[src/edm_pkg.sv]
`default_nettype none

package edm_pkg;

  localparam int GAIN_BITS      = 16;
  localparam int MIX_BITS       = 17;
  localparam int CFG_DATA_BITS  = 17;
  localparam int CFG_INDEX_BITS = 1;
  localparam int ENTRY_BITS     = 31;
  localparam int FRAC_OUT_BITS  = 16;

  localparam logic [CFG_INDEX_BITS-1:0] REG_DRIVE_GAIN = 1'b0;
  localparam logic [CFG_INDEX_BITS-1:0] REG_WET_MIX    = 1'b1;

  localparam logic [GAIN_BITS-1:0]  GAIN_RESET = 16'd4096;
  localparam logic [MIX_BITS-1:0]   MIX_RESET  = 17'd0;
  localparam logic [MIX_BITS-1:0]   MIX_ONE    = 17'd65536;
  localparam logic [15:0]           GAIN_ROUND = 16'd2048;
  localparam logic [15:0]           MIX_ROUND  = 16'd32768;
  localparam logic [ENTRY_BITS-1:0] ONE_Q30    = 31'h4000_0000;

  typedef struct packed {
    logic [GAIN_BITS-1:0] gain;
    logic [MIX_BITS-1:0]  mix;
  } cfg_t;

  function automatic logic [63:0] taylor_div(input logic [63:0] v, input int k);
    case (k)
      1:  return v;       2:  return v / 2;   3:  return v / 3;   4:  return v / 4;
      5:  return v / 5;   6:  return v / 6;   7:  return v / 7;   8:  return v / 8;
      9:  return v / 9;   10: return v / 10;  11: return v / 11;  12: return v / 12;
      13: return v / 13;  14: return v / 14;  15: return v / 15;  16: return v / 16;
      17: return v / 17;  18: return v / 18;  19: return v / 19;  20: return v / 20;
      21: return v / 21;  22: return v / 22;  23: return v / 23;  24: return v / 24;
      default: return v;
    endcase
  endfunction

  function automatic logic [63:0] exp_ratio(input logic [63:0] h);
    logic [63:0] term;
    logic [63:0] pos;
    logic [63:0] negs;
    logic [63:0] r;
    term = 64'd1 << 30;
    pos  = 64'd1 << 30;
    negs = 64'd0;
    for (int k = 1; k <= 24; k++) begin
      term = taylor_div((term * h) >> 30, k);
      if (k % 2 == 1) begin
        negs = negs + term;
      end else begin
        pos = pos + term;
      end
    end
    r = (pos > negs) ? pos - negs : 64'd0;
    if (r >= (64'd1 << 30)) begin
      r = (64'd1 << 30) - 64'd1;
    end
    return r;
  endfunction

  function automatic logic [63:0] exp_entry(input int k, input logic [63:0] r);
    logic [63:0] e;
    e = 64'd1 << 30;
    for (int j = 1; j <= k; j++) begin
      e = (e * r + (64'd1 << 29)) >> 30;
    end
    return e;
  endfunction

  function automatic logic [63:0] out_limit(input int f);
    return (64'd999 << f) / 1000;
  endfunction

endpackage

`default_nettype wire

[src/edm_blend.sv]
`default_nettype none

module edm_blend #(
  parameter int SAMPLE_BITS = 24
) (
  input  wire logic                   clk,
  input  wire logic                   rst,
  input  wire edm_pkg::cfg_t          cfg,
  input  wire logic                   in_valid,
  output logic                        in_ready,
  input  wire logic                   neg_in,
  input  wire logic [SAMPLE_BITS+3:0] qmag_in,
  input  wire logic [SAMPLE_BITS-1:0] shaped_in,
  output logic                        out_valid,
  input  wire logic                   out_ready,
  output logic signed [SAMPLE_BITS-1:0] sample_out
);
  import edm_pkg::*;

  localparam int S  = SAMPLE_BITS;
  localparam int WW = S + MIX_BITS;
  localparam int YW = S + 4 + MIX_BITS;
  localparam int SW = YW + 1;
  localparam int MW = SW - 16;
  localparam logic [S-1:0] LIMIT = S'(out_limit(S - 1));

  logic          v5;
  logic          neg5;
  logic [WW-1:0] wet5;
  logic [YW-1:0] dry5;
  logic          rdy6;
  logic [SW-1:0] sum;
  logic [MW-1:0] m;
  logic [S-1:0]  m_cl;

  assign rdy6     = !out_valid || out_ready;
  assign in_ready = !v5 || rdy6;
  assign sum      = SW'(wet5) + SW'(dry5) + SW'(MIX_ROUND);
  assign m        = sum[SW-1:16];
  assign m_cl     = (m > MW'(LIMIT)) ? LIMIT : m[S-1:0];

  always_ff @(posedge clk) begin
    if (rst) begin
      v5 <= 1'b0;
    end else if (in_ready) begin
      v5 <= in_valid;
    end
  end

  always_ff @(posedge clk) begin
    if (in_ready) begin
      neg5 <= neg_in;
      wet5 <= WW'(cfg.mix) * WW'(shaped_in);
      dry5 <= YW'(MIX_ONE - cfg.mix) * YW'(qmag_in);
    end
  end

  always_ff @(posedge clk) begin
    if (rst) begin
      out_valid <= 1'b0;
    end else if (rdy6) begin
      out_valid <= v5;
    end
  end

  always_ff @(posedge clk) begin
    if (rdy6) begin
      sample_out <= neg5 ? $signed(~m_cl + S'(1)) : $signed(m_cl);
    end
  end

endmodule

`default_nettype wire

[config.mk]
export PLATFORM = sky130hd
export DESIGN_NAME = edm_blend
export DESIGN_NICKNAME = d
export VERILOG_FILES = /design/src/edm_pkg.sv /design/src/edm_blend.sv
export SDC_FILE = /design/constraint.sdc
export NUM_CORES = 2
export LEC_CHECK = 0
export ABC_AREA = 1
export BUFFER_PORTS_ARGS = -buffer_cell sky130_fd_sc_hd__buf_2
export CAP_MARGIN = 20
export CORE_MARGIN = 2
export CORE_UTILIZATION = 50
export DETAILED_ROUTE_END_ITERATION = 8
export PLACE_DENSITY_LB_ADDON = 0.1
export SYNTH_ARGS = -nofsm -noshare
export SYNTH_HDL_FRONTEND = slang
export SYNTH_SLANG_ARGS = --single-unit
[constraint.sdc]
create_clock -name clk -period 9.4 [get_ports clk]
set_clock_uncertainty 0.15 [all_clocks]
set_input_delay 0.47 -clock clk [delete_from_list [all_inputs] [get_ports clk]]
set_output_delay 0.47 -clock clk [all_outputs]
set_load 0.01 [all_outputs]
* After elaboration in Yosys (flattened, before gate mapping)
Cells that the tools add are included.
** Cells by class
- $add $sub $neg :: 4
- Multiply operators :: 2
- Bitwise logic cells :: 1
- $lt $le $gt $ge :: 1
- Multiplexer cells :: 2
- Reductions and logical operators :: 4
** Operator list (number)
- two-way mux 24 bit :: 2
- adder 41 x 45 -> 46 bit :: 1
- adder 46 x 16 -> 46 bit (second input constant) :: 1
- multiplier 18 x 29 -> 45 bit :: 1
- multiplier 17 x 24 -> 41 bit :: 1
- > comparator 30 x 23 -> 1 bit (second input constant) :: 1
- adder 24 x 1 -> 24 bit (second input constant) :: 1
- NOT 24 bit :: 1
- subtractor 17 x 17 -> 18 bit (first input constant) :: 1
- zero test 1 bit :: 2
- logical OR 1 bit :: 2
** Storage, ports and cells
- Register bits after elaboration :: 113
- Word-level logic and storage cells :: 20
- Input port bits :: 90

* Longest topological paths before layout
- Depth after elaboration :: 7
- Mapped depth :: 41
- Depth with buffers taken out :: 38

* Least setup slack after synthesis
No wires, ideal clock.
- Kind :: input to register
- From :: input port cfg[0] (netlist name)
- To :: register dry5[42] (data pin)
- Slack :: 1837 ps
- Cell stages on the path :: 33
- Data arrival time :: 7153 ps
- Cell sequence :: clkbuf_1 clkbuf_1 inv_1 ha_1 inv_1 or2_2 nor2_1 inv_1 o21ai_0 nand2_1 clkinv_1 clkbuf_1 nand2_1 fa_1 inv_1 fa_1 inv_1 fa_1 fa_1 inv_1 fa_1 fa_1 ha_1 a21oi_1 o21ai_0 a21oi_1 o21ai_0 a21oi_1 o31ai_1 a31oi_1 nor3_1 nor2_1 xor2_1
** On the way
- Longest elaborated chain between the ends :: 2
** RTL lines
- start, declared :: line edm_blend.sv:8 : input wire edm_pkg::cfg_t cfg,
- subtractor 17 x 17 -> 18 bit :: line edm_blend.sv:54 : dry5 <= YW'(MIX_ONE - cfg.mix) * YW'(qmag_in);
- multiplier 18 x 29 -> 45 bit :: line edm_blend.sv:54
- end signal, assigned :: line edm_blend.sv:54
- end, declared :: line edm_blend.sv:30 : logic [YW-1:0] dry5;
Every way passes these cells.
A chain may end at the register's enable or synchronous reset.

* Worst setup path after layout
- From :: input port cfg[1] (netlist name)
- To :: register dry5[41] (data pin)
The elaborated chain is that of the path after synthesis.

==> summary by stage <==
Synth
Of the total synthesized cell area, the portion taken by AND, OR, NAND and NOR gates is 18.47%. The number of nets handed over by synthesis was 5924. The fraction of registers with async set/reset is 0%. The most used flip-flop cell after synthesis is sky130_fd_sc_hd__edfxtp_1. The cell type with the largest total area after synthesis is sky130_fd_sc_hd__fa_1. Yosys mapped a number of flops with a built-in enable equal to 111.

The average instance in the mapped netlist occupies 7.833 um^2. After synthesis, flip-flops and latches occupy 9.066% of the total area. The post-synthesis compound-gate area fraction is 3.888%. The area share of fa/ha/maj cells after synthesis is 51.49%. The count of warnings emitted by yosys is 0.

The synthesized netlist devotes 2.404% of its cell area to XOR and XNOR gates. The share of the synthesized area in the top cell type is 40.09%. After synthesis, the netlist uses 46 different library cells. Ranked by total cell area, the synthesized netlist is headed by sky130_fd_sc_hd__fa_1 (40%), sky130_fd_sc_hd__nand2_1 (13%), sky130_fd_sc_hd__inv_1 (13%), sky130_fd_sc_hd__ha_1 (11%), sky130_fd_sc_hd__edfxtp_1 (9.0%). In the synthesized netlist, mux cells make up 0% of the area.

Synthesis inferred 113 register bits. After technology mapping, the gate count stands at 4750. In this run the cell area of the synthesized design comes to 37210 um^2. After synthesis, the largest family of logic cells by area is adder cells.

Finish
The fraction of final layout cells with drive strength greater than 1 is 4.436%. In the final design database the tool counted 5895 nets. The fraction of the core area covered by cells at the end of the flow is 52.76%.

The filler cell count is 7264. The library cells used most frequently in the layout, excluding fill and tap cells, are sky130_fd_sc_hd__nand2_1 (1252), sky130_fd_sc_hd__inv_1 (1247), sky130_fd_sc_hd__fa_1 (745). The most common library cell in the layout ignoring fill and taps is sky130_fd_sc_hd__nand2_1. From synthesis to final layout, the design area changed by 5.028%.

Route
For this run, the detailed router's first-pass iteration total came to 6. The detail route stage leaves a number of antenna-violating nets equal to 0. Using the TritonRoute via totals, the vias-per-cell ratio works out to 5.104.

After detailed routing, the total wire length is 100900 um. The wire length per cell after detailed routing is 17.69 um. The routed via count is 29120.

For this run, design rule violations remaining after detail routing come to 0. In this run, the number of DRC markers left after iteration 0 of detailed routing was 1890.

Global route
The most congested layer reported by global routing is met2. The first global-routing pass estimated 165900 um of wire. The global router's overall resource usage is 27.61%. The routing usage on met3 is 3.088%. Entering global routing, the biggest net connects 61 pins. The met2 demand-to-capacity share in global routing is 46.15%. The number of antenna violations at the first check in global routing is 5. The total overflow left after global routing is 0.

The via count of the first global-routing pass was 30670. The met1 capacity usage during global routing is 38.96%.

Timing
The final critical-path share of the clock period is 88.30%. The slew of the pin with the lowest slew margin is 0.7943 ns. Setup repair after global routing left no endpoint under its margin. The time the worst path needs with I/O delays and setup is 8.300 ns. Setup violations remaining at the end of the flow were counted as 0. The number of hold violations in the final report is 0. The max-slew headroom at the worst pin is 47.05%. Timing would allow up to 120.5 MHz. The sum of negative setup slack is 0 ns. The worst hold slack is 0.04299 ns.

The final number of max-transition violations came to 0.

Placed design
The final weighted congestion in routability-driven placement is 0.9529. The wire-length estimate of the detail-placed layout is 84700 um. The number of port buffers is 99.

Die
The initial utilization of the core area, before any placement, comes to 50.23%. From left edge to right edge, the die measures 276.8 um. The total I/O pin count is 116. The region available for standard cell placement spans 74070 um^2. The overall die area is 76610 um^2.

The die height is 276.8 um. After floorplanning, the core was divided into 100 placement rows.

Worst setup path
The source of the critical timing path is cfg[1]. The kind of start point of the critical path is a primary input. The setup path with the least slack is of type in2reg. The critical path data arrival time is 8.34 ns. In this run the critical register-to-register path is launched from wet5[19]$_DFFE_PP_. On the critical path, the stage with the largest delay is an instance of sky130_fd_sc_hd__clkinv_1.

The largest single stage delay on the critical path is 0.64 ns. The data required time of the worst path is 9.43 ns. The maximum fanout encountered on the critical timing path is 26. The kind of end point of the critical path is a register. The cell seen most often among critical-path stages is sky130_fd_sc_hd__inv_1. The depth of the most critical reg-to-reg path is 25. In this run the register-to-register setup slack is 3.55 ns.

Flow run
The number of violations of the max-capacitance limit is 0.

Clock tree
The cell sitting at the root of the clock tree is a sky130_fd_sc_hd__clkbuf_16. Clock latency on the worst-skew pair, taken at its later pin, is 0.44 ns. No sink is reached through more buffers than the 2 on the longest clock path. In this run, post-CTS repair resized a total of 0 instances. The TritonCTS clock tree is done. The hold buffer count at cts is 0. The clock buffer count from CTS is 17.

Post-CTS timing repair inserted 0 buffers for setup. The H-tree was split into 4 levels. Clock-pin slew was measured on the worst setup and hold paths at 0.06 ns. CTS saw 113 sinks.

Worst hold path
The class of the most critical hold timing path is in2reg. The worst hold path was traced through 2 stages. The hold path startpoint is rst.

Run status
The flow ran to the end, and the final reports show no timing, DRC or antenna violations.
[layer usage]
metal  routed length (um)  part of all wire (%)
met5                   26                 0.026
met4                 2003                   2.0
met3                 6263                   6.2
met2                46880                    46
met1                45760                    45
[Yosys cell counts, drive strengths merged, types with 44 or more instances]
| cell | n |
|---|---|
| fa | 745 |
| nand3 | 78 |
| clkbuf | 164 |
| inv | 1255 |
| xnor2 | 44 |
| xor2 | 56 |
| a21oi | 134 |
| o21ai | 74 |
| nor2 | 340 |
| nand2 | 1265 |
| edfxtp | 111 |
| ha | 339 |
[final timing paths]
kind	endpoint
worst max-delay path	dry5[41]$_DFFE_PP_
worst min-delay path	out_valid$_SDFFE_PP0P_
worst max register to register	sample_out[14]$_DFFE_PP_
worst min register to register	out_valid$_SDFFE_PP0P_
[cell families after synthesis]
logic type               after synthesis
adder cells (fa/ha/maj)             1084
AO/OA/AOI/OAI                        262
buffers and inverters               1450
AND/OR/NAND/NOR                     1741
flip-flops                           113
XOR/XNOR                             100
[cell type report]
class	instances	area, um^2	share of cell area, %
antenna	3	7.507	0.01921
clock buffer	17	425.4	1.089
clock inverter	15	161.4	0.4131
inverter	1271	4771	12.21
multi-input combinational	3187	28380	72.63
sequential	113	3373	8.632
tap	969	1212	3.103
timing repair buffer	131	743.2	1.902
[worst max-delay path: cells and delay by family]
kind | cells | cell delay [ns]
AOI/OAI and AO/OA | 5 | 1.18
buffers and inverters | 9 | 1.39
xor gates and xnor gates | 1 | 0.17
and+or+nand+nor | 11 | 1.93
adders and majority gates | 7 | 3.16
[through the flow]
step / instance area, um^2 / instances / setup WS [ns]
after detailed placement: 38470 / 5670 / 0.6437
after global placement: 38470 / 5670 / 0.7136
after global routing: 39070 / 5704 / 0.5794
after CTS: 39050 / 5702 / 1.110
final: 39080 / 5706 / 1.100
after floorplan: 37210 / 4750 / 1.837
[flip-flops by register name (all words and copies together), names as in the netlist]
register,flops
sample_out,24
dry5,45
v5,1
wet5,41
out_valid,1
neg5,1
Power is not shown: default switching activity piles up to over one toggle a cycle in this logic, so the estimate is an artifact.
