**src/edm_pkg.sv**
```systemverilog
`default_nettype none

package edm_pkg;

  localparam int GAIN_BITS      = 16;
  localparam int MIX_BITS       = 17;
  localparam int CFG_DATA_BITS  = 17;
  localparam int CFG_INDEX_BITS = 1;
  localparam int ENTRY_BITS     = 31;
  localparam int FRAC_OUT_BITS  = 16;

  localparam logic [CFG_INDEX_BITS-1:0] REG_DRIVE_GAIN = 1'b0;
  localparam logic [CFG_INDEX_BITS-1:0] REG_WET_MIX    = 1'b1;

  localparam logic [GAIN_BITS-1:0]  GAIN_RESET = 16'd4096;
  localparam logic [MIX_BITS-1:0]   MIX_RESET  = 17'd0;
  localparam logic [MIX_BITS-1:0]   MIX_ONE    = 17'd65536;
  localparam logic [15:0]           GAIN_ROUND = 16'd2048;
  localparam logic [15:0]           MIX_ROUND  = 16'd32768;
  localparam logic [ENTRY_BITS-1:0] ONE_Q30    = 31'h4000_0000;

  typedef struct packed {
    logic [GAIN_BITS-1:0] gain;
    logic [MIX_BITS-1:0]  mix;
  } cfg_t;

  function automatic logic [63:0] taylor_div(input logic [63:0] v, input int k);
    case (k)
      1:  return v;       2:  return v / 2;   3:  return v / 3;   4:  return v / 4;
      5:  return v / 5;   6:  return v / 6;   7:  return v / 7;   8:  return v / 8;
      9:  return v / 9;   10: return v / 10;  11: return v / 11;  12: return v / 12;
      13: return v / 13;  14: return v / 14;  15: return v / 15;  16: return v / 16;
      17: return v / 17;  18: return v / 18;  19: return v / 19;  20: return v / 20;
      21: return v / 21;  22: return v / 22;  23: return v / 23;  24: return v / 24;
      default: return v;
    endcase
  endfunction

  function automatic logic [63:0] exp_ratio(input logic [63:0] h);
    logic [63:0] term;
    logic [63:0] pos;
    logic [63:0] negs;
    logic [63:0] r;
    term = 64'd1 << 30;
    pos  = 64'd1 << 30;
    negs = 64'd0;
    for (int k = 1; k <= 24; k++) begin
      term = taylor_div((term * h) >> 30, k);
      if (k % 2 == 1) begin
        negs = negs + term;
      end else begin
        pos = pos + term;
      end
    end
    r = (pos > negs) ? pos - negs : 64'd0;
    if (r >= (64'd1 << 30)) begin
      r = (64'd1 << 30) - 64'd1;
    end
    return r;
  endfunction

  function automatic logic [63:0] exp_entry(input int k, input logic [63:0] r);
    logic [63:0] e;
    e = 64'd1 << 30;
    for (int j = 1; j <= k; j++) begin
      e = (e * r + (64'd1 << 29)) >> 30;
    end
    return e;
  endfunction

  function automatic logic [63:0] out_limit(input int f);
    return (64'd999 << f) / 1000;
  endfunction

endpackage

`default_nettype wire

```
**src/edm_front.sv**
```systemverilog
`default_nettype none

module edm_front #(
  parameter int SAMPLE_BITS = 24
) (
  input  wire logic                          clk,
  input  wire logic                          rst,
  input  wire edm_pkg::cfg_t                 cfg,
  input  wire logic                          in_valid,
  output logic                               in_ready,
  input  wire logic signed [SAMPLE_BITS-1:0] sample_in,
  output logic                               out_valid,
  input  wire logic                          out_ready,
  output logic                               neg,
  output logic [SAMPLE_BITS+3:0]             qmag
);
  import edm_pkg::*;

  localparam int S  = SAMPLE_BITS;
  localparam int PW = S + GAIN_BITS;

  logic         v1;
  logic         neg1;
  logic [S-1:0] mag1;
  logic [S-1:0] x_u;
  logic [S-1:0] mag_next;
  logic         rdy2;
  logic [PW-1:0] qsum;

  assign x_u      = sample_in;
  assign mag_next = x_u[S-1] ? (~x_u + S'(1)) : x_u;
  assign rdy2     = !out_valid || out_ready;
  assign in_ready = !v1 || rdy2;
  assign qsum     = PW'(mag1) * PW'(cfg.gain) + PW'(GAIN_ROUND);

  always_ff @(posedge clk) begin
    if (rst) begin
      v1 <= 1'b0;
    end else if (in_ready) begin
      v1 <= in_valid;
    end
  end

  always_ff @(posedge clk) begin
    if (in_ready) begin
      neg1 <= x_u[S-1];
      mag1 <= mag_next;
    end
  end

  always_ff @(posedge clk) begin
    if (rst) begin
      out_valid <= 1'b0;
    end else if (rdy2) begin
      out_valid <= v1;
    end
  end

  always_ff @(posedge clk) begin
    if (rdy2) begin
      neg  <= neg1;
      qmag <= qsum[PW-1:12];
    end
  end

endmodule

`default_nettype wire

```
**config.mk**
```make
export PLATFORM = sky130hd
export DESIGN_NAME = edm_front
export DESIGN_NICKNAME = d
export VERILOG_FILES = /design/src/edm_pkg.sv /design/src/edm_front.sv
export SDC_FILE = /design/constraint.sdc
export NUM_CORES = 1
export LEC_CHECK = 0
export ABC_CLOCK_PERIOD_IN_PS = 8100
export BUFFER_PORTS_ARGS = -buffer_cell sky130_fd_sc_hd__buf_2
export CAP_MARGIN = 20
export CORE_MARGIN = 1
export CORE_UTILIZATION = 64
export DETAILED_ROUTE_END_ITERATION = 10
export PLACE_DENSITY = 0.83
export REMOVE_ABC_BUFFERS = 1
export SLEW_MARGIN = 5
export SYNTH_ARGS = -nofsm -noshare
export SYNTH_HDL_FRONTEND = slang
export SYNTH_SLANG_ARGS = --single-unit
```
**constraint.sdc**
```tcl
create_clock -name clk -period 8.1 [get_ports clk]
set_input_delay 0.81 -clock clk [delete_from_list [all_inputs] [get_ports clk]]
set_output_delay 0.81 -clock clk [all_outputs]
set_load 0.02 [all_outputs]
```
### Word-level counts from Yosys, hierarchy flattened

Index checks and enable logic that the tools add are counted.

* bits of input ports: 61
* bits in registers: 56
* output and inout bits: 31
* word-level logic and storage cells: 16

* bitwise logic cells: 1
* muxes and demuxes: 1
* add/sub/neg operators: 2
* reductions and logical operators: 4
* multipliers: 1

Operators by type and width (count)
* adder 40 x 12 -> 40 bit (second input constant): 1
* multiplier 24 x 16 -> 40 bit: 1
* adder 24 x 1 -> 24 bit (second input constant): 1
* NOT 24 bit: 1
* 2-to-1 mux 23 bit: 1
* logical NOT 1 bit: 2
* logical OR 1 bit: 2

### Logic depth before layout (Yosys ltp)

Gate-level depths: netlist of run 1.

* depth after elaboration: 3
* gate-level depth with buffers: 23
* mapped depth without buffers: 22

### Worst setup path after synthesis of run 1

OpenSTA, ideal clock, no wires.

* path type: input-to-reg
* start: in cfg[19] (netlist bit)
* end: reg qmag[27], data pin
* setup time: 0.261 ns
* path buffers: 1
* required time: 7.839 ns
* arrival: 6.147 ns
* slack: 1.692 ns
* cell stages on the path: 18
* cell sequence: clkbuf_1 > nand2_1 > fa_1 > fa_1 > fa_1 > fa_1 > inv_1 > fa_1 > fa_1 > ha_1 > nand2_2 > o31ai_2 > a21oi_1 > a2111oi_4 > nor4b_2 > o31a_1 > o21a_1 > o311a_1

* cells in the longest elaborated chain, start to end: 2

Ends and longest elaborated chain
* from (decl): line edm_front.sv:8 `input wire edm_pkg::cfg_t cfg,`
* multiplier 24 x 16 -> 40 bit: line edm_front.sv:34 `assign qsum = PW'(mag1) * PW'(cfg.gain) + PW'(GAIN_ROUND);`
* adder 40 x 12 -> 40 bit: line edm_front.sv:34
* named net qsum[39]: line edm_front.sv:28 `logic [PW-1:0] qsum;`
* to (signal assigned): line edm_front.sv:62 `qmag <= qsum[PW-1:12];`
* to (decl): line edm_front.sv:15 `output logic [SAMPLE_BITS+3:0] qmag`

The timed path passes the listed nets, and every way through them passes these cells.
A chain may end at the register's enable or synchronous reset.

### Final worst setup path of run 1

* start: in cfg[18] (netlist bit)
* end: reg qmag[24], data pin

The elaborated chain is that of the path after synthesis.

==> metrics.md, run 1 <==
| Metric | Value |
|---|---|
| Max clock buf depth | 2 |
| GR Util met3 | 3.805% |
| Reg2reg end | qmag[24] |
| Reg2Reg Setup Slack | 1.14 ns |
| DR pass1 iterations | 5 |
| Fillers | 1697 |
| Number of port buffers | 74 |
| Post CTS Setup Buffer Count | 0 |
| Worst-Margin Slew | 1.088 ns |
| Worst path max stage delay | 0.61 ns |
| Max Clock Skew | 0.004230 ns |
| Critical Path End Type | register |
| Pins Over Slew Limit | 0 |
| Initial Util | 65.16% |
| Fin. Hold Viols | 0 |
| Post-Syn Instances | 1583 |
| Crit path launch type | input pin |
| Worst-Skew Late Latency | 0.30 ns |
| Yosys warns | 0 |
| Worst r2r src | mag1[14] |
| Final wirelength | 34.07 mm |
| Post-synth top area share | 41.65% |
| Global-route wire length before repair | 56.95 mm |
| Via count | 10820 |
| Area contributors post-synth | fa_1 (42%), edfxtp_1 (11%), ha_1 (11%) |
| Worst-path clk slew | 0.08 ns |
| Clk sinks | 56 |
| P&R area growth vs syn | 4.526% |
| Fin nets | 2099 |
| H-tree depth | 2 |
| Most used routing layer | met2 |
| Met1 Use GR | 37.36% |
| Fmax | 0.1430 GHz |
| Yosys cell types | 59 |
| Hold Path Depth | 0 |
| Wire per inst | 18.01 um |
| Period utilisation layout | 86.31% |
| CTS resizes | 0 |
| Status | finished clean |
| TritonCTS clock tree | done |
| Largest net degree at the start of global routing | 27 |
| Largest area contributor in the netlist | fa_1 |
| Slowest cell on crit path | a211oi_2 |
| CP required | 8.22 ns |
| HP Class | register to register |
| R2R depth | 21 |
| Ys flop type | edfxtp_1 |
| Worst Path Max Fanout | 24 |
| Hold path startpoint | neg1 |
| Remaining antenna violation count | 0 |
| Syn Std Cell Area | 0.01471 sq mm |
| Worst EP arrival | 7.11 ns |
| FF+latch count, synth | 56 |
| Crit-path cells | buf_2 > nand2_1 > fa_1 > inv_1 > fa_1 > inv_1 > fa_1 > inv_1 > fa_1 > fa_1 > inv_1 > fa_1 > inv_1 > ha_1 > a21oi_1 > o21bai_1 > a21o_1 > a21o_1 > a211oi_2 > o31ai_4 > mux2i_1 > a2111oi_2 |
| Sequential area share after synthesis | 11.30% |
| DR vias/cell | 5.721 |
| Most numerous cell on the critical path | fa_1 |
| Hold EP | neg |
| Detailed Route Iter0 Violations | 665 |
| Ratio of cells with drive above 1 in the final layout | 6.168% |
| GR Util met2 | 55.82% |
| # setup viols final | 0 |
| Inserted Clock Buffers | 5 |
| Number of synthesized flops with an enable pin | 54 |
| Die height | 153.6 um |
| CP top delay family | adder cells |
| Final Critical Period | 6.991 ns |
| Reg area | 0.001662 sq mm |
| Core area | 0.02257 sq mm |
| DRC | 0 |
| Final non-filler cell total | 1891 |
| # IOs | 92 |
| RSZ-0062 raised after global routing | false |
| Gr ovfl total | 0 |
| Total Routing Usage GR | 30.84% |
| Final core utilization | 68.10% |
| Rel. slew slack | 27.29% |
| Worst hold margin | 0.4345 ns |
| Synth async-reset ratio | 0% |
| Critical path type | input pin to register |
| Die area | 0.02359 sq mm |
| DP Cell Count | 1882 |
| Buf/Inv on CP | 6 |
| Root Buffer Master | clkbuf_16 |
| Vias in the first global route | 11650 |
| Initial antenna violation count | 1 |
| Setup TNS | 0 ns |
| Routability cong. | 0.9311 |
| Row cnt | 55 |
| Die X | 153.6 um |
| Max_cap viols | 0 |
| Syn Area/Cell | 9.290 sq um |
| Area occupied by multi-input gates | 0.01129 sq mm |
| Cts hold-fix bufs | 0 |
| Final HPWL DP | 26.69 mm |
## logic make-up after synthesis
kind of cell	synth area share (%)
compound gates	5.105
flops	11.30
xor+xnor	2.918
fa+ha+maj	52.54
mux	0.1361
buf+inv	11.95
simple gates	16.05
## cells in the mapped netlist, drive strengths merged (9+ instances only)
| cell type | count |
|---|---|
| o21ai | 21 |
| xor2 | 9 |
| nand2 | 219 |
| and2 | 187 |
| a21oi | 28 |
| ha | 128 |
| nor2 | 15 |
| clkbuf | 63 |
| edfxtp | 54 |
| xnor2 | 40 |
| a21o | 15 |
| fa | 306 |
| inv | 404 |
## through the flow
stage	worst slack (ns)	area, sq um
2_1_floorplan	1.927	14470
3_3_place_gp	0.9670	15220
3_5_place_dp	0.8748	15220
4_1_cts	1.176	15370
5_1_grt	0.8133	15370
6_report	1.109	15370
## sequential cells by signal (all words and copies together), names as in the netlist
name,count
neg1,1
v1,1
mag1,24
out_valid,1
qmag,28
neg,1
## cell usage in the layout (no fill, tap or decap), types with 4 or more instances in the layout
cell,count
nand4_1,6
nor3_1,4
nor2_1,15
nor2b_1,4
ha_1,128
xnor2_1,40
buf_4,4
nand2b_1,6
buf_2,74
nand2_1,218
a21oi_1,28
and2_1,187
o21bai_1,4
or3_1,4
o21ai_0,18
o31ai_1,5
o41ai_1,5
nand3_1,5
edfxtp_1,54
xor2_1,9
clkbuf_16,5
fa_1,306
a21o_1,15
inv_1,404
## worst max path at each step
stage / depth (start not counted) / start / end / slack, ns
floorplan: 18 / cfg[22] / qmag[27] / 1.93
global placement: 22 / cfg[18] / qmag[24] / 0.97
detailed placement: 22 / cfg[18] / qmag[24] / 0.87
CTS: 22 / cfg[18] / qmag[24] / 1.18
global route: 21 / mag1[14] / qmag[24] / 0.81
finish: 22 / cfg[18] / qmag[24] / 1.11
## layout make-up
type / instances / share of cell area [%]
diodes: 1 / 0.01628
clock buffers: 5 / 0.8139
clock inverters: 3 / 0.1465
inverters: 404 / 9.865
multi-input cells: 1059 / 73.43
flip-flops and latches: 56 / 10.81
well taps: 285 / 2.320
repair buffers: 78 / 2.605
## routing by layer
| layer | vias to the layer above | routed length (um) | share of wire (%) |
|---|---|---|---|
| met2 | 415 | 17550 | 52 |
| li1 | 4734 | - | - |
| met1 | 5561 | 12890 | 38 |
| met3 | 108 | 2134 | 6.3 |
| met4 | 0 | 1487 | 4.4 |
| met5 | - | 0 | 0 |
Power of run 1 is left out: the tool's default activity adds up to more than one toggle a clock period on the data nets, which glitch-free logic cannot reach.
==> run 2, diff against run 1 <==
--- a/config.mk
+++ b/config.mk
@@ -5,13 +5,14 @@
 export SDC_FILE = /design/constraint.sdc
 export NUM_CORES = 1
 export LEC_CHECK = 0
+export ABC_AREA = 1
 export ABC_CLOCK_PERIOD_IN_PS = 8100
 export BUFFER_PORTS_ARGS = -buffer_cell sky130_fd_sc_hd__buf_2
 export CAP_MARGIN = 20
 export CORE_MARGIN = 1
-export CORE_UTILIZATION = 64
+export CORE_UTILIZATION = 65
 export DETAILED_ROUTE_END_ITERATION = 10
-export PLACE_DENSITY = 0.83
+export PLACE_DENSITY = 0.84
 export REMOVE_ABC_BUFFERS = 1
 export SLEW_MARGIN = 5
 export SYNTH_ARGS = -nofsm -noshare
==> metrics.md, run 2 <==
| Metric | Value |
|---|---|
| Final wirelength | 36.42 mm |
| Area contributors post-synth | fa_1 (39%), inv_1 (15%), nand2_1 (13%) |
| CTS resizes | 0 |
| Multiplexer share of the synthesized area | 0% |
| Final non-filler cell total | 2338 |
| # IOs | 92 |
| Post-Syn Instances | 2014 |
| Synth Area in Compound Gates | 3.840% |
| Top-count cell post-synth | inv_1 |
| Synth async-reset ratio | 0% |
| Initial antenna violation count | 0 |
| Cell Area, Placed | 0.01610 sq mm |
| RSZ-0062 raised after global routing | false |
| Commonest non-fill, non-tap cell in the layout | inv_1 |
| Final HPWL DP | 30.01 mm |
| Die area | 0.02463 sq mm |
| P&R area growth vs syn | 4.337% |
| Simple-Gate Fraction of Synth Area | 16.50% |
| DRC | 0 |
| Remaining antenna violation count | 0 |
| Gr ovfl total | 0 |
| Max Clock Skew | 0.01637 ns |
| Global-route wire length before repair | 60.49 mm |
| Via count | 12460 |
| Post CTS Setup Buffer Count | 0 |
| Worst-path clk slew | 0.08 ns |
| Largest net degree at the start of global routing | 31 |
| Die X | 157.0 um |
| Fmax | 0.1591 GHz |
| Row cnt | 56 |
| Post-synth top area share | 39.25% |
| Crit path launch type | input pin |
| Fin. Hold Viols | 0 |
| Sequential area share after synthesis | 10.65% |
| N_diodes | 0 |
| Max_cap viols | 0 |
| HP Class | register to register |
| FF+latch count, synth | 56 |
| Max clock buf depth | 2 |
| Biggest register | qmag |
| Largest area contributor in the netlist | fa_1 |
| H-tree depth | 2 |
| Clk sinks | 56 |
| Root Buffer Master | clkbuf_16 |
| Number of port buffers | 74 |
| Die height | 157.0 um |
| Total Routing Usage GR | 31.58% |
| DR pass1 iterations | 6 |
| Worst-Margin Slew | 0.8414 ns |
| Core area | 0.02354 sq mm |
| Post-synthesis adder-cell area fraction | 49.51% |
| Number of synthesized flops with an enable pin | 54 |
| Fin nets | 2513 |
| Ratio of cells with drive above 1 in the final layout | 4.507% |
| DP Cell Count | 2330 |
| Period utilisation layout | 77.59% |
| CP required | 8.17 ns |
| Setup TNS | 0 ns |
| Initial Util | 66.29% |
| Fin area | 0.01628 sq mm |
| Max reg flops | 28 |
| Critical Path End Type | register |
| Worst-Skew Late Latency | 0.31 ns |
| Worst Path Max Fanout | 24 |
| Synth Area in XOR/XNOR | 2.189% |
| Syn Std Cell Area | 0.01561 sq mm |
| # setup viols final | 0 |
| Largest family of logic cells by synthesized area | adder cells |
| Commonest non-fill, non-tap cells in the layout | inv_1 (639), nand2_1 (532), fa_1 (306), ha_1 (128), buf_2 (74) |
| Worst EP arrival | 6.36 ns |
| TritonCTS clock tree | done |
| Syn Area/Cell | 7.749 sq um |
| Ys flop type | edfxtp_1 |
| Yosys warns | 0 |
| Status | finished clean |
| Yosys cell types | 34 |
| Vias in the first global route | 12940 |
| DR vias/cell | 5.328 |
| Top flop regs | qmag (28), mag1 (24) |
| Routability cong. | 0.9606 |
| Critical path type | input pin to register |
| Top cells by count, synth | inv_1 (639), nand2_1 (532), fa_1 (306), ha_1 (128), clkbuf_1 (79) |
| Inserted Clock Buffers | 5 |
| Rel. slew slack | 43.91% |
| Wire per inst | 15.58 um |
| Final Critical Period | 6.285 ns |
| Detailed Route Iter0 Violations | 1080 |
| Cts hold-fix bufs | 0 |
| Pins Over Slew Limit | 0 |
==> run 2: cell count changes after synthesis, moves of 21 or more <==
cell / previous run / this run
xnor2_1: 40 / 11
and2_1: 187 / 0
nand3_1: 5 / 26
nor2_1: 15 / 65
a21oi_1: 28 / 52
nand2_1: 218 / 532
inv_1: 404 / 639
==> run 2: cells by family (layout without fill, tap and decap cells) <==
group	count (synthesis)	count (layout)
adders and majority gates	434	434
and+or+nand+nor	658	658
xor gates and xnor gates	39	39
buffers and inverters	720	725
AOI/OAI and AO/OA	107	107
DFF	56	56
==> run 2: metrics by stage <==
step	hold slack [ns]	util, %	setup slack, ns
5_1_grt	0.4353	69.17	1.592
3_5_place_dp	0.4177	68.37	1.576
3_3_place_gp	0.4074	68.37	1.660
2_1_floorplan	0.4003	-	2.619
4_1_cts	0.4347	69.17	1.893
6_report	0.4300	69.17	1.815
==> run 2: final timing paths <==
path                            startpoint  depth (start not counted)  endpoint  slack [ns]
worst max-delay path               cfg[22]                         21  qmag[13]        1.82
worst min-delay path                  neg1                          0       neg        0.43
worst max register to register    mag1[22]                         21  qmag[20]        1.95
worst min register to register        neg1                          0       neg        0.43
==> run 2: final cells by class <==
| class | count | area (sq um) |
|---|---|---|
| clock buffer | 6 | 128.9 |
| clock inverter | 2 | 60.06 |
| timing repair buffer | 76 | 385.4 |
| tap | 319 | 399.1 |
| multi-input combinational | 1238 | 11240 |
| fill | 1898 | 7258 |
| inverter | 641 | 2406 |
| sequential | 56 | 1662 |
==> run 2: metal layers <==
| layer | GRT usage (%) | share of wire, % | up-vias |
|---|---|---|---|
| met5 | 0 | 0 | - |
| met4 | 11.53 | 3.0 | 0 |
| met3 | 2.753 | 5.9 | 97 |
| met2 | 58.16 | 53 | 477 |
| met1 | 38.58 | 38 | 6166 |
| li1 | - | - | 5717 |
==> run 2: critical path: stages <==
cell and delay (ns):
buf_2 0.52, nand2_1 0.18, fa_1 0.55, inv_1 0.05, fa_1 0.47, inv_1 0.05, fa_1 0.49, inv_1 0.06
fa_1 0.52, fa_1 0.50, inv_1 0.05, fa_1 0.49, inv_1 0.04, ha_1 0.33, a21oi_1 0.25, o21ai_0 0.15
o21bai_1 0.20, a21oi_1 0.30, nor2_1 0.10, o21bai_1 0.14, nand2_1 0.08
Power of run 2 is left out for the same reason.
